`src/rtl/fpsa_pkg.sv`:
```
`timescale 1ns / 1ps
// ----------------------------------------------------------------------------
// fpsa_pkg: shared types and constants of the five-point stencil averager
// Register indexes, job flags and the divide-by-five digit step.
// ----------------------------------------------------------------------------
package fpsa_pkg;

  localparam int SampleFieldW = 32;   // width of the stream data fields
  localparam int CfgDataW     = 11;   // width of a configuration register
  localparam int RowW         = 10;   // row counter width
  localparam int HeightLimit  = 1024; // largest usable grid height
  localparam int DimReset     = 1024; // reset value of the height register, and of the width up to MAX_WIDTH
  localparam int MinDim       = 3;    // smallest usable dimension
  localparam int QueueDepth   = 4;    // entries between front and back

  // Divide by five one byte at a time: x / 5 == (x * 3277) >> 14 for x < 1280
  localparam int DivDigitW    = 8;
  localparam int DivXW        = DivDigitW + 3;
  localparam int DivProdW     = DivXW + 12;
  localparam int DivRecip     = 3277;
  localparam int DivShift     = 14;
  localparam int DivDivisor   = 5;

  typedef enum logic [0:0] {
    REG_GRID_WIDTH  = 1'b0,
    REG_GRID_HEIGHT = 1'b1
  } fpsa_reg_e;

  typedef struct packed {
    logic border; // first result passes the centre cell through
    logic two;    // last row: the sample itself follows as a second result
    logic fend;   // second result closes the frame
  } fpsa_flags_t;

  typedef struct packed {
    logic [DivDigitW-1:0] q;
    logic [2:0]           r;
  } fpsa_digit_t;

  function automatic fpsa_digit_t div5_digit(input logic [DivXW-1:0] x);
    logic [DivProdW-1:0] p;
    logic [DivXW-1:0]    m5;
    fpsa_digit_t         d;
    p   = DivProdW'(x) * DivProdW'(DivRecip);
    d.q = p[DivShift +: DivDigitW];
    m5  = DivXW'(d.q) * DivXW'(DivDivisor);
    d.r = 3'(x - m5);
    return d;
  endfunction

endpackage

```
`src/rtl/fpsa_queue.sv`:
```
`timescale 1ns / 1ps
// ----------------------------------------------------------------------------
// fpsa_queue: short job queue between front and back
// Register-based FIFO; ready is a registered count compare.
// ----------------------------------------------------------------------------
module fpsa_queue
  import fpsa_pkg::*;
#(
  parameter int WIDTH = 8,
  parameter int DEPTH = 4
) (
  input  logic             clk_i,
  input  logic             rst_ni,
  input  logic             push_valid_i,
  output logic             push_ready_o,
  input  logic [WIDTH-1:0] push_data_i,
  output logic             pop_valid_o,
  input  logic             pop_ready_i,
  output logic [WIDTH-1:0] pop_data_o
);

  localparam int AW = (DEPTH > 1) ? $clog2(DEPTH) : 1;
  localparam int NW = $clog2(DEPTH + 1);

  logic [WIDTH-1:0] store_q [DEPTH];
  logic [AW-1:0]    wr_ptr_q, wr_ptr_d, rd_ptr_q, rd_ptr_d;
  logic [NW-1:0]    count_q, count_d;
  logic             push, pop;

  assign push_ready_o = (count_q != NW'(DEPTH));
  assign pop_valid_o  = (count_q != '0);
  assign pop_data_o   = store_q[rd_ptr_q];
  assign push         = push_valid_i && push_ready_o;
  assign pop          = pop_valid_o && pop_ready_i;

  always_comb begin
    wr_ptr_d = wr_ptr_q;
    rd_ptr_d = rd_ptr_q;
    count_d  = count_q;
    if (push) begin
      wr_ptr_d = (wr_ptr_q == AW'(DEPTH - 1)) ? '0 : wr_ptr_q + AW'(1);
    end
    if (pop) begin
      rd_ptr_d = (rd_ptr_q == AW'(DEPTH - 1)) ? '0 : rd_ptr_q + AW'(1);
    end
    if (push && !pop) begin
      count_d = count_q + NW'(1);
    end else if (pop && !push) begin
      count_d = count_q - NW'(1);
    end
  end

  always_ff @(posedge clk_i or negedge rst_ni) begin
    if (!rst_ni) begin
      wr_ptr_q <= '0;
      rd_ptr_q <= '0;
      count_q  <= '0;
    end else begin
      wr_ptr_q <= wr_ptr_d;
      rd_ptr_q <= rd_ptr_d;
      count_q  <= count_d;
    end
  end

  always_ff @(posedge clk_i) begin
    if (push) begin
      store_q[wr_ptr_q] <= push_data_i;
    end
  end

endmodule

```
`config.mk`:
```
export PLATFORM = sky130hd
export DESIGN_NAME = fpsa_queue
export DESIGN_NICKNAME = d
export VERILOG_FILES = /design/src/rtl/fpsa_pkg.sv /design/src/rtl/fpsa_queue.sv
export SDC_FILE = /design/constraint.sdc
export NUM_CORES = 1
export LEC_CHECK = 0
export BUFFER_PORTS_ARGS = -buffer_cell sky130_fd_sc_hd__buf_4
export CAP_MARGIN = 20
export CORE_UTILIZATION = 45
export CTS_CLUSTER_SIZE = 16
export DETAILED_ROUTE_END_ITERATION = 6
export HOLD_SLACK_MARGIN = 0.12
export PLACE_DENSITY_LB_ADDON = 0.3
export SLEW_MARGIN = 20
export SYNTH_ARGS = -nofsm -noshare
export SYNTH_HDL_FRONTEND = slang
export SYNTH_SLANG_ARGS = --single-unit
```
`constraint.sdc`:
```
create_clock -name clk_i -period 2.42 [get_ports clk_i]
set_input_delay 0.121 -clock clk_i [delete_from_list [all_inputs] [get_ports clk_i]]
set_output_delay 0.121 -clock clk_i [all_outputs]
set_load 0.01 [all_outputs]
```
* Word level (Yosys, flattened, before mapping)
Memory sizes are Yosys's and may differ from the RTL's. Index checks and enable logic that the tools add are counted.
Storage, ports and cells: register bits 7, bits in latches 0, RAM bits 32, ROM bits 0, input bits 12, word-level logic and storage cells 25, memories kept 1
Memories:
- store_q | words 4, width 8, read ports 1, clocked after Yosys merged registers in 0, wr ports 1, line fpsa_queue.sv:25 | logic [WIDTH-1:0] store_q [DEPTH];
Cells by class: add/subtract/negate cells 4, multiply operators 0, div/mod/pow operators 0, $lt $le $gt $ge 0, eq/ne operators 3, shift-type cells 0, muxes and demuxes 6, bitwise gates (word level) 0, reductions and logical operators 8
Operator list (count):
- $mux 3 | 2
- $add 2x1->2 const B | 2
- $eq 2x2->1 const B | 2
- $logic_and 1x1->1 | 4
- $mux 2 | 2
- $add 3x1->3 const B | 1
- $ne 3x3->1 const B | 1
- $reduce_bool 3->1 | 1
- $sub 3x1->3 const B | 1
- $logic_not 1->1 | 2
- $mux 1 | 2
- $reduce_bool 2->1 | 1

* Depth between registers and ports, before layout
word-level depth 6, depth in mapped cells 8, mapped depth without buffers 8

* Worst setup path after synthesis
Ideal clock, no wire load.
path type reg2reg, from register count_q[0], to register count_q[2], library setup time 79 ps, arrival time 2019 ps, required time 2341 ps, setup slack 322 ps, stages on the path, launching flop included 9, cell sequence dfrtp_1 -> or3_2 -> nand2_1 -> ha_1 -> inv_1 -> fa_1 -> xor2_1 -> nor2_1 -> xor2_1
On the way: longest elaborated chain between the ends 5
RTL lines:
- start: declaration | line fpsa_queue.sv:27 | logic [NW-1:0] count_q, count_d;
- start signal: assignment | line fpsa_queue.sv:61 | count_q <= count_d;
- $reduce_bool 3->1 (*) | line fpsa_queue.sv:31 | assign pop_valid_o = (count_q != '0);
- named net pop_valid_o | line fpsa_queue.sv:17 | output logic pop_valid_o,
- $logic_and 1x1->1 (*) | line fpsa_queue.sv:34 | assign pop = pop_valid_o && pop_ready_i;
- $logic_not 1->1 | line fpsa_queue.sv:46 | if (push && !pop) begin
- $logic_and 1x1->1 | line fpsa_queue.sv:46
- $mux 3 or $reduce_bool 2->1 (tied branches)
Mark *: on every way through the listed nets, which the timed path passes. The rest lies on a longest branch. The select of a mux whose other input is x is not followed. A chain may end at the register's enable or synchronous reset.

* Final worst setup path
from register count_q[0], to register count_q[2]
On the way: longest elaborated chain between the ends 5
RTL lines:
- branches (longest 5 deep; another with $sub 3x1->3)
Several ways; the timed one is not identified. The select of a mux whose other input is x is not followed.

==> out/results.ini <==
[power_and_ir_drop]
pwr-share-comb = 0.339
switchingPower_mw = 0.643
p_sw_frac = 0.290
leakagePower_nw = 0.756
peakVddDrop_uv = 684
p_per_area_nw_per_um2 = 1120
p_int_mw = 1.57
pwr-share-seq = 0.476
power_frac_clock = 0.185

[synthesis]
synth_area_leaders = edfxtp_1 60%, mux4_2 11%, dfrtp_1 11%
syn-mean-instance-area_um2 = 20.4
synth_seq_cells = 39
ys_types = 18
ys_seq_area_frac = 0.713
netlist_instances = 78
yosysTopAreaCell = edfxtp_1
yosysWarnings = 0
netlist.area_leader.share = 0.603
synth_nets = 97
syn_area_um2 = 1590

[global_route]
busiest_layer = met2
grt_first_pass_wirelength_mm = 3.76
first_global_vias = 787
grt_antenna_before_repair = 0
grt_max_degree = 13
met3_usage = 0.0630
grtUsageTotal = 0.157
grt_overflow_total = 0
globalRouteMet1Util = 0.177
use_met2 = 0.260

[flow_run]
maxCapViolCount = 0

[floorplan]
dieWidth_um = 61.5
die_h_um = 61.5
initial_core_util = 0.474
ios = 22
core_area_um2 = 3360
die_area_um2 = 3780
rows = 21

[drt]
wire_per_inst_um = 15.1
drt_pass1_iterations = 3
viasPerCell = 5.01
antenna_left = 0
vias = 807
drt_wl_total_mm = 2.43
drc = 0
drt_iter0_markers = 18

[layout]
finalNonFillerCells = 161
multi_input_area_um2 = 438
num-fill-cells = 284
drive_gt1_frac = 0.417
diodes = 0
final_net_count = 133
ff_latch_area_um2 = 1140
synthToLayoutAreaGrowth_pct = 24.0

[outcome]
status = finished, final reports clean

[worst_hold_path]
hold_path_startpoint = pop_ready_i
hold_class = input pin to flop
hold_path_end = rd_ptr_q[1]
hold_depth = 3

[setup_path]
reg2reg_setup_slack_ns = 0.23
cp.arrival_ns = 2.46
cp-end-kind = flop
crit_path_start_kind = flop
reg2reg_to = count_q[2]
path_max_fanout = 4
worstSetupPathType = flop to flop
reg2reg_depth = 8
worstPathRequired_ns = 2.69
reg2reg_from = count_q[0]

[timing]
slew_headroom = 0.607
totalNegativeSetupSlack_ns = 0
setup_viol = 0
rsz0062_at_grt = no
finClkSkew_ns = 0.00905
tightestPinTransition_ns = 0.589
fin_crit_sh = 0.904
max_freq_mhz = 457
hold_viol_final = 0
timing.final.crit_period_ns = 2.19
final_max_slew_viol_count = 0

[clock_network]
cts_setup_buffers = 0
numCtsBuffers = 5
clkSinkCount = 39
path_clk_slew_ns = 0.10
cts_htree_levels = 2
clock_path_buffers = 2
cts_tree = done
clk_latency_ns = 0.34
cts_resized = 0
clockRootBuffer = clkbuf_4

[place]
hpwl_mm = 1.62
place_congestion = 0.725
portBuffers = 21
placed_cells = 143

## per-layer routing
layer,share of wire,wire [um]
met5,0,0
met4,0.023,56
met3,0.048,118
met2,0.53,1280
met1,0.40,979
## power by group through the flow
stage | logic, mW | clock network [mW] | registers [mW]
after floorplan | 0.567 | 0 | 0.982
after global placement | 0.742 | 0 | 1.07
after detailed placement | 0.753 | 0 | 1.08
after CTS | 0.766 | 0.424 | 1.07
after global routing | 0.835 | 0.453 | 1.09
final | 0.752 | 0.410 | 1.06
## how the worst max path moves through the flow
stage	from	endpoint	slack (ns)
after floorplan	count_q[0]	count_q[2]	0.32
after global placement	count_q[2]	count_q[2]	0.27
after detailed placement	count_q[0]	count_q[2]	0.22
after CTS	count_q[0]	count_q[2]	0.21
after global routing	count_q[0]	count_q[2]	0.13
final	count_q[0]	count_q[2]	0.23
## synth_stat cells (all sizes together)
cell type,n
and3,4
or3b,1
ha,6
mux4,8
nor2,3
dfrtp,7
or3,1
and2,1
inv,3
mux2,5
fa,1
xor2,2
xnor2,1
buf,2
edfxtp,32
nand2,1
## final cells by class
type                       count  area share
clock buffer                   5      0.0190
clock inverter                 3      0.0196
inverter                       3     0.00570
multi-input combinational     34       0.222
sequential                    39       0.575
tap                           46      0.0291
timing repair buffer          31       0.130
## worst max-delay path: stages, from the launching register on
cell	delay, ns
dfrtp_1	0.45
or3_2	0.48
nand2_1	0.15
ha_1	0.20
inv_1	0.06
fa_1	0.37
xor2_1	0.15
nor2_1	0.12
xor2_1	0.14
## placed cells by master (no fill, tap or decap), types with 3 or more instances in the layout
master,netlist,final
buf_4,0,21
inv_1,3,3
and3_2,4,4
nor2_1,3,3
clkbuf_4,0,5
mux2_2,3,3
edfxtp_1,32,32
ha_1,6,6
dlygate4sd3_1,0,10
mux4_2,8,8
dfrtp_1,7,7
## state kept, by name, summed over array words and instances, names as in the netlist
register,flops
store_q,32
count_q,3
rd_ptr_q,2
wr_ptr_q,2
## stage by stage
stage | util | worst slack, ns | hold slack, ns | area, um2 | power [mW]
global placement | 0.535 | 0.275 | -0.0625 | 1800 | 1.81
detailed placement | 0.535 | 0.217 | -0.0617 | 1800 | 1.84
finish | 0.588 | 0.231 | 0.201 | 1980 | 2.22
CTS | 0.588 | 0.209 | 0.189 | 1980 | 2.26
global route | 0.588 | 0.128 | 0.202 | 1980 | 2.38
floorplan | - | 0.322 | -0.175 | 1590 | 1.55
## logic make-up (layout without fill, tap and decap cells)
logic type,Yosys count,count (layout),share of synthesized area
fa+ha+maj,7,7,0.0597
mux,13,13,0.153
simple gates,11,11,0.0455
buf+inv,5,42,0.0126
xor+xnor,3,3,0.0165
flops,39,39,0.713
## repair_timing
action | CTS | global route
hold buffers | 10 | 0
setup endpoints to repair | 0 | 0
hold endpoints to repair | 39 | 0
Note: power is estimated with default switching activity, not from simulation.
