## config.mk

```make
export PLATFORM = sky130hd
export DESIGN_NAME = fpsa_back
export DESIGN_NICKNAME = d
export VERILOG_FILES = /design/src/rtl/fpsa_pkg.sv /design/src/rtl/fpsa_back.sv
export SDC_FILE = /design/constraint.sdc
export NUM_CORES = 1
export LEC_CHECK = 0
export BUFFER_PORTS_ARGS = -buffer_cell sky130_fd_sc_hd__buf_2
export CAP_MARGIN = 0
export CORE_MARGIN = 5
export CORE_UTILIZATION = 50
export CTS_CLUSTER_DIAMETER = 120
export DETAILED_ROUTE_END_ITERATION = 10
export PLACE_DENSITY = 0.68
export SLEW_MARGIN = 20
export SYNTH_ARGS = -nofsm -noshare
export SYNTH_HDL_FRONTEND = slang
export SYNTH_SLANG_ARGS = --single-unit
```

## constraint.sdc

```tcl
create_clock -name clk_i -period 33.8 [get_ports clk_i]
set_clock_uncertainty 0.2 [all_clocks]
set_input_delay 1.69 -clock clk_i [delete_from_list [all_inputs] [get_ports clk_i]]
set_output_delay 1.69 -clock clk_i [all_outputs]
set_load 0.02 [all_outputs]
```

## src/rtl/fpsa_pkg.sv

```systemverilog
`timescale 1ns / 1ps
// ----------------------------------------------------------------------------
// fpsa_pkg: shared types and constants of the five-point stencil averager
// Register indexes, job flags and the divide-by-five digit step.
// ----------------------------------------------------------------------------
package fpsa_pkg;

  localparam int SampleFieldW = 32;   // width of the stream data fields
  localparam int CfgDataW     = 11;   // width of a configuration register
  localparam int RowW         = 10;   // row counter width
  localparam int HeightLimit  = 1024; // largest usable grid height
  localparam int DimReset     = 1024; // reset value of the height register, and of the width up to MAX_WIDTH
  localparam int MinDim       = 3;    // smallest usable dimension
  localparam int QueueDepth   = 4;    // entries between front and back

  // Divide by five one byte at a time: x / 5 == (x * 3277) >> 14 for x < 1280
  localparam int DivDigitW    = 8;
  localparam int DivXW        = DivDigitW + 3;
  localparam int DivProdW     = DivXW + 12;
  localparam int DivRecip     = 3277;
  localparam int DivShift     = 14;
  localparam int DivDivisor   = 5;

  typedef enum logic [0:0] {
    REG_GRID_WIDTH  = 1'b0,
    REG_GRID_HEIGHT = 1'b1
  } fpsa_reg_e;

  typedef struct packed {
    logic border; // first result passes the centre cell through
    logic two;    // last row: the sample itself follows as a second result
    logic fend;   // second result closes the frame
  } fpsa_flags_t;

  typedef struct packed {
    logic [DivDigitW-1:0] q;
    logic [2:0]           r;
  } fpsa_digit_t;

  function automatic fpsa_digit_t div5_digit(input logic [DivXW-1:0] x);
    logic [DivProdW-1:0] p;
    logic [DivXW-1:0]    m5;
    fpsa_digit_t         d;
    p   = DivProdW'(x) * DivProdW'(DivRecip);
    d.q = p[DivShift +: DivDigitW];
    m5  = DivXW'(d.q) * DivXW'(DivDivisor);
    d.r = 3'(x - m5);
    return d;
  endfunction

endpackage

```

## src/rtl/fpsa_back.sv

```systemverilog
`timescale 1ns / 1ps
// ----------------------------------------------------------------------------
// fpsa_back: five-point sum, divide by five and result output
// Sum stage, one divider stage per byte, output register plus a slot for the
// second result of a last-row job.
// ----------------------------------------------------------------------------
module fpsa_back
  import fpsa_pkg::*;
#(
  parameter int DATA_W = 32
) (
  input  logic              clk_i,
  input  logic              rst_ni,
  input  logic              job_valid_i,
  output logic              job_ready_o,
  input  fpsa_flags_t       job_flags_i,
  input  logic [DATA_W:0]   job_pair0_i,
  input  logic [DATA_W:0]   job_pair1_i,
  input  logic [DATA_W-1:0] job_mid_i,
  input  logic [DATA_W-1:0] job_s_i,
  output logic              out_valid_o,
  input  logic              out_ready_i,
  output logic [DATA_W-1:0] out_value_o,
  output logic              out_border_o,
  output logic              out_last_o
);

  localparam int NB = DATA_W + 3;
  localparam int NS = (NB + DivDigitW - 1) / DivDigitW;
  localparam int PW = NS * DivDigitW;

  logic [NS:0]       vld_q;
  logic [PW-1:0]     dvd_q [NS+1];
  logic [PW-1:0]     quo_q [NS+1];
  logic [2:0]        rem_q [NS+1];
  logic [DATA_W-1:0] mid_q [NS+1];
  logic [DATA_W-1:0] s_q   [NS+1];
  fpsa_flags_t       flg_q [NS+1];

  logic [NB-1:0]     sum;
  logic              advance, take, out_free;
  logic [DATA_W-1:0] res_value;

  logic              out_vld_q, out_vld_d, sec_vld_q, sec_vld_d;
  logic [DATA_W-1:0] out_val_q, out_val_d, sec_val_q, sec_val_d;
  logic              out_brd_q, out_brd_d, out_lst_q, out_lst_d;
  logic              sec_lst_q, sec_lst_d;

  assign out_free    = !out_vld_q || out_ready_i;
  assign take        = out_free && !sec_vld_q && vld_q[NS];
  assign advance     = !vld_q[NS] || take;
  assign job_ready_o = advance;

  assign sum = NB'(job_pair0_i) + NB'(job_pair1_i) + NB'(job_s_i) + NB'(2);

  always_ff @(posedge clk_i or negedge rst_ni) begin
    if (!rst_ni) begin
      vld_q <= '0;
    end else if (advance) begin
      vld_q <= {vld_q[NS-1:0], job_valid_i};
    end
  end

  always_ff @(posedge clk_i) begin
    if (advance) begin
      dvd_q[0] <= PW'(sum);
      quo_q[0] <= '0;
      rem_q[0] <= '0;
      mid_q[0] <= job_mid_i;
      s_q[0]   <= job_s_i;
      flg_q[0] <= job_flags_i;
    end
  end

  // one quotient byte per stage, most significant first
  for (genvar k = 1; k <= NS; k++) begin : g_div
    fpsa_digit_t dg;
    assign dg = div5_digit({rem_q[k-1], dvd_q[k-1][PW-1 -: DivDigitW]});
    always_ff @(posedge clk_i) begin
      if (advance) begin
        dvd_q[k] <= dvd_q[k-1] << DivDigitW;
        quo_q[k] <= {quo_q[k-1][PW-DivDigitW-1:0], dg.q};
        rem_q[k] <= dg.r;
        mid_q[k] <= mid_q[k-1];
        s_q[k]   <= s_q[k-1];
        flg_q[k] <= flg_q[k-1];
      end
    end
  end

  assign res_value = flg_q[NS].border ? mid_q[NS] : quo_q[NS][DATA_W-1:0];

  // output register and second-result slot
  always_comb begin
    out_vld_d = out_vld_q && !out_ready_i;
    out_val_d = out_val_q;
    out_brd_d = out_brd_q;
    out_lst_d = out_lst_q;
    sec_vld_d = sec_vld_q;
    sec_val_d = sec_val_q;
    sec_lst_d = sec_lst_q;
    if (out_free) begin
      if (sec_vld_q) begin
        out_vld_d = 1'b1;
        out_val_d = sec_val_q;
        out_brd_d = 1'b1;
        out_lst_d = sec_lst_q;
        sec_vld_d = 1'b0;
      end else if (vld_q[NS]) begin
        out_vld_d = 1'b1;
        out_val_d = res_value;
        out_brd_d = flg_q[NS].border;
        out_lst_d = 1'b0;
        sec_vld_d = flg_q[NS].two;
        sec_val_d = s_q[NS];
        sec_lst_d = flg_q[NS].fend;
      end
    end
  end

  always_ff @(posedge clk_i or negedge rst_ni) begin
    if (!rst_ni) begin
      out_vld_q <= 1'b0;
      sec_vld_q <= 1'b0;
    end else begin
      out_vld_q <= out_vld_d;
      sec_vld_q <= sec_vld_d;
    end
  end

  always_ff @(posedge clk_i) begin
    out_val_q <= out_val_d;
    out_brd_q <= out_brd_d;
    out_lst_q <= out_lst_d;
    sec_val_q <= sec_val_d;
    sec_lst_q <= sec_lst_d;
  end

  assign out_valid_o  = out_vld_q;
  assign out_value_o  = out_val_q;
  assign out_border_o = out_brd_q;
  assign out_last_o   = out_lst_q;

endmodule

```

After elaboration in Yosys (flattened, before gate mapping)

Memories as Yosys holds them, arrays and structs flattened. A register that Yosys moved wholly into a read port is not among the register bits.
Index checks and enable logic that the tools add are counted.

Divide/modulo/power cells: 0
Shift operators: 0
Reduce and logical (&&, ||, !) cells: 12
Magnitude comparators: 0
Add/subtract/negate cells: 8
Eq/ne operators: 0
Mux-type cells: 13
Bitwise logic cells: 1
Multiply operators: 10

Operators by type and width:

| operator                                                               | number |
|---|---|
| 11-bit by 12-bit multiplier with 22-bit output (second input constant) | 5 |
| 32-bit 2-to-1 mux                                                      | 3 |
| 8-bit by 3-bit multiplier with 3-bit output (second input constant)    | 5 |
| 34-bit by 32-bit adder with 35-bit output                              | 1 |
| 35-bit by 2-bit adder with 35-bit output (second input constant)       | 1 |
| 33-bit by 33-bit adder with 34-bit output                              | 1 |
| 3-bit subtractor                                                       | 5 |
| 1-bit 2-to-1 mux                                                       | 10 |
| 1-bit logical NOT                                                      | 4 |
| 1-bit logical AND                                                      | 3 |
| 3-bit AND reduction                                                    | 1 |
| 1-bit logical OR                                                       | 2 |
| 2-bit AND reduction                                                    | 1 |
| 2-bit nonzero test                                                     | 1 |
| 1-bit inverter                                                         | 1 |

Memories: 6
Flip-flop bits (word level): 43
Bits in writable memories: 900
Word-level logic and storage cells: 57
Memory bits (read-only): 0
Output and inout port bits: 36
Bits of input ports: 137
Latch bits: 0

Memory list:

| name  | words | width | rd ports | clocked after Yosys merged registers in | wr ports | RTL line        | text |
|---|---|---|---|---|---|---|---|
| dvd_q | 6     | 40    | 5        | 0                                       | 6        | fpsa_back.sv:33 | `logic [PW-1:0] dvd_q [NS+1];` |
| quo_q | 6     | 40    | 6        | 0                                       | 6        | fpsa_back.sv:34 | `logic [PW-1:0] quo_q [NS+1];` |
| mid_q | 6     | 32    | 6        | 0                                       | 6        | fpsa_back.sv:36 | `logic [DATA_W-1:0] mid_q [NS+1];` |
| s_q   | 6     | 32    | 6        | 1                                       | 6        | fpsa_back.sv:37 | `logic [DATA_W-1:0] s_q [NS+1];` |
| flg_q | 6     | 3     | 6        | 0                                       | 6        | fpsa_back.sv:38 | `fpsa_flags_t flg_q [NS+1];` |
| rem_q | 6     | 3     | 5        | 0                                       | 6        | fpsa_back.sv:35 | `logic [2:0] rem_q [NS+1];` |

Depth between registers and ports, before layout

Depth after elaboration: 7
Depth in mapped cells: 23
Mapped depth without buffers: 23

Least setup slack after synthesis

OpenSTA, ideal clock, no wires.

Path type: input port to flip-flop
Start point: input port out_ready_i
End point: register vld_q[0]
Setup slack: 1.189 ns
Stages on the path: 3
Path buffers: 0
Data required time: 33.415 ns
Library setup time: 0.185 ns
Arrival time: 32.226 ns
Cells stage by stage: nor2b_1 -> o21ai_1 -> mux2_2

Word-level cells in the longest chain between the ends: 4

Ends and longest elaborated chain:

| what                            | RTL line        | text |
|---|---|---|
| start: declaration              | fpsa_back.sv:22 | `input logic out_ready_i,` |
| 1-bit logical OR                | fpsa_back.sv:49 | `assign out_free = !out_vld_q \|\| out_ready_i;` |
| 1-bit logical AND (2 in series) | fpsa_back.sv:50 | `assign take = out_free && !sec_vld_q && vld_q[NS];` |
| 1-bit logical OR                | fpsa_back.sv:51 | `assign advance = !vld_q[NS] \|\| take;` |
| net job_ready_o                 | fpsa_back.sv:15 | `output logic job_ready_o,` |
| end signal: assignment          | fpsa_back.sv:60 | `vld_q <= {vld_q[NS-1:0], job_valid_i};` |
| end: declaration                | fpsa_back.sv:32 | `logic [NS:0] vld_q;` |

The timed path passes the listed nets, and every way through them passes these cells.
A chain may end at the register's enable or synchronous reset.

==> key figures <==
Route
  – DRC violations left: 0
  – Met3 wire len: 2640 um
  – Vias: about 16000
  – Routed len/inst: 17.2 um
  – Iteration-0 DRC Markers: 900
  – Top layer in use: met5
  – Met2 WL: 25300 um
  – DR pass1 iterations: 5
  – Routed Antenna Nets: 0
  – Routed WL: 54300 um
  – M1 WL: around 25000 um
  – Via density: 5.02

Logic synthesis
  – Post-Syn Area: 32200 um2
  – Synth Instances: roughly 2000
  – Yosys warning count: 0
  – Share of synthesized registers carrying an async set or reset: 1.17%
  – Most used DFF post-synth: edfxtp_1
  – Most area-consuming cells after synthesis: edfxtp_1 63%, ha_1 12%, fa_1 9.6%, inv_1 3.1%, xnor2_1 2.1%
  – Synth cell count leaders: 676 x edfxtp_1, 305 x ha_1, 268 x inv_1
  – Avg Synthesized Cell Area: 16.0 um2
  – Netlist cell types: 58
  – Yosys top cell area share: 63.0%
  – #FFs+latches synth: 684
  – EDFF count, synth: 676
  – Sequential share of the synthesized area: 63.7%
  – Syn Nets: 2603
  – Dominant cell type by area after synthesis: edfxtp_1
  – Most numerous cell in the Yosys netlist: edfxtp_1

Cells and area
  – Antenna Cells: 0
  – Final net count: 2837
  – Synthesis-to-layout area growth: 13.2%
  – Register Area: 20500 um2
  – Layout cells sized above 1: 13.2%
  – Area of the multi-input gates: between 10000 and 15000 um2
  – FILL cells: 4997

Run status
  – Status: finished clean

Clocking
  – CTS buffer count: 73
  – TritonCTS clock tree: built
  – Clk sink count: 684
  – Hold Buf Count CTS: 0
  – Clock tree root buffer cell: clkbuf_16
  – Post-CTS setup buffers: 0
  – H-tree lvl count: 3
  – Post-CTS sizing: 0
  – Max Root-Sink Buffers: 3
  – Later-pin clock latency in the skew report: 0.60 ns
  – Clk slew on worst S/H paths: ~0.06 ns

Flow run
  – Number of max-cap violations: 0

Setup path
  – Critical path required time: 33.95 ns
  – R2R depth: 18
  – Worst path slowest cell: fa_1
  – Setup crit end kind: flop
  – Setup crit end: rem_q[3][2]$_DFFE_PP_
  – Worst-path cell chain: ha_1 > fa_1 > fa_1 > inv_1 > fa_1 > fa_1 > inv_1 > ha_1 > or3_1 > a221o_1 > and2_1 > xor2_1 > ha_1 > inv_1 > fa_1 > xnor2_1 > xnor2_1 > xnor2_1
  – Largest stage delay on the critical path: 0.55 ns
  – FF-to-FF End: rem_q[3][2]$_DFFE_PP_
  – Cell repeated most along the worst path: fa_1
  – Setup crit start: dvd_q[2][37]$_DFFE_PP_
  – Startpoint type of the worst setup path: flop
  – Crit-path max FO: 5
  – Crit path kind: flop to flop
  – Crit path DAT: between 6 and 7 ns
  – Reg2reg start: dvd_q[2][37]$_DFFE_PP_
  – Reg2reg setup slack: ~28 ns

Place
  – HPWL Detailed: 39500 um
  – Port Buf Inserts: approximately 170
  – Routability Congestion: 0.857

Global route
  – First-pass GRT wire length: 88700 um
  – Largest net degree at the start of global routing: 193
  – Initial antenna violation count: 2
  – GRT Total Usage: between 10% and 20%
  – Grt total ovfl: 0
  – Vias in the first global route: 16900

STA
  – Worst rel slew slack: between 20% and 30%
  – Slew @ Worst Pin: ~1.1 ns
  – Fmax: 0.166 GHz
  – # setup viols final: 0
  – Final worst path period share: 17.8%
  – Fin crit period: around 6 ns
  – Unrepaired setup endpoints after global routing: no
  – Setup TNS: 0 ns
  – Final Hold Vio Count: 0
  – Count of pins over their slew limit: 0

Floorplan
  – Cell row count: 93
  – Die area: 69600 um2
  – Top-Level Pins: about 170
  – Die height: 264 um
  – Die width: ~260 um
  – Starting Density: 50.2%
  – Core ar.: 64100 um2

Worst hold path
  – Min-Delay Path Class: flop to flop
==> final cells by class <==
cell class / count / share of cell area [%]
sequential: 684 / 56.2
multi-input combinational: 1032 / 29.2
clock buffer: 89 / 5.29
tap: 855 / 2.93
inverter: 268 / 2.76
timing repair buffer: 182 / 2.69
clock inverter: 41 / 0.930
==> worst min-delay path by stage <==
stage          slack (ns)                   start                endpoint  depth (start not counted)
2_1_floorplan        0.20   dvd_q[0][2]$_DFFE_PP_  dvd_q[1][10]$_DFFE_PP_                          0
3_3_place_gp         0.20   quo_q[4][7]$_DFFE_PP_  quo_q[5][15]$_DFFE_PP_                          0
3_5_place_dp         0.20  dvd_q[0][22]$_DFFE_PP_  dvd_q[1][30]$_DFFE_PP_                          0
4_1_cts              0.20  mid_q[3][11]$_DFFE_PP_  mid_q[4][11]$_DFFE_PP_                          0
5_1_grt              0.21  mid_q[3][11]$_DFFE_PP_  mid_q[4][11]$_DFFE_PP_                          0
6_report             0.20  mid_q[4][10]$_DFFE_PP_  mid_q[5][10]$_DFFE_PP_                          0
==> through the flow <==
stage	instance area [um2]	utilization, %	hold WS (ns)	setup slack (ns)	cells
3_5_place_dp	34200	53.3	0.205	27.77	3020
5_1_grt	36500	56.9	0.205	27.49	3151
3_3_place_gp	34200	53.3	0.201	27.85	3020
4_1_cts	36400	56.8	0.199	27.75	3150
2_1_floorplan	32200	-	0.200	1.19	2007
6_report	36500	56.9	0.202	27.77	3151
==> metal layers <==
layer  up-vias  track usage (%)
li1       7673                -
met1      7755             23.1
met2       320             25.1
met3        67             3.05
met4         2             4.56
met5         -                0
==> registers in the layout, indices dropped and copies added, names as in the netlist, 6 cells and up <==
signal / count
mid_q: 192
s_q: 192
dvd_q: 115
quo_q: 80
out_value_o: 32
sec_val_q: 32
flg_q: 18
rem_q: 12
vld_q: 6
==> worst max-delay path: cells and delay by family (launching register included) <==
kind / cells / cell delay [ns]
AO/OA/AOI/OAI: 1 / 0.32
buffers and inverters: 3 / 0.16
AND/OR/NAND/NOR: 2 / 0.50
adder cells (fa/ha/maj): 8 / 3.28
XOR/XNOR: 4 / 0.85
flip-flops: 1 / 0.47
==> cells in the final DEF, fill, tap and decap left out, drive strengths merged, types with 4 or more instances in the layout <==
master	synthesis	routed
inv	268	272
nor2	54	54
nand2b	5	5
and2	11	11
and4b	4	4
nor2b	8	8
edfxtp	676	676
or3	9	9
nor3	13	13
nand2	68	68
buf	1	182
a21o	29	29
or2	10	10
nand4	9	9
mux2i	32	32
nor3b	4	4
clkbuf	22	89
o211ai	10	10
xor2	22	22
a21oi	48	48
mux2	5	5
and3	7	7
nand3	22	22
a31oi	6	6
clkinv	0	31
o21a	12	12
o21bai	4	4
o21ai	65	65
ha	305	305
fa	154	154
xnor2	77	77
a211oi	6	6
dfrtp	8	8
bufinv	0	4
o31ai	6	6
==> kinds of logic (layout without fill, tap and decap cells) <==
| kind of cell | Yosys count | count (layout) | synth area share [%] |
|---|---|---|---|
| AOI/OAI and AO/OA | 210 | 210 | 4.22 |
| xor gates and xnor gates | 99 | 99 | 2.69 |
| adders and majority gates | 459 | 459 | 21.4 |
| buffers and inverters | 291 | 580 | 3.40 |
| DFF | 684 | 684 | 63.7 |
| muxes | 37 | 37 | 1.17 |
| and+or+nand+nor | 227 | 227 | 3.42 |
Power is left out: the tool's default activity adds up to more than one toggle a clock period on the data nets, which glitch-free logic cannot reach.
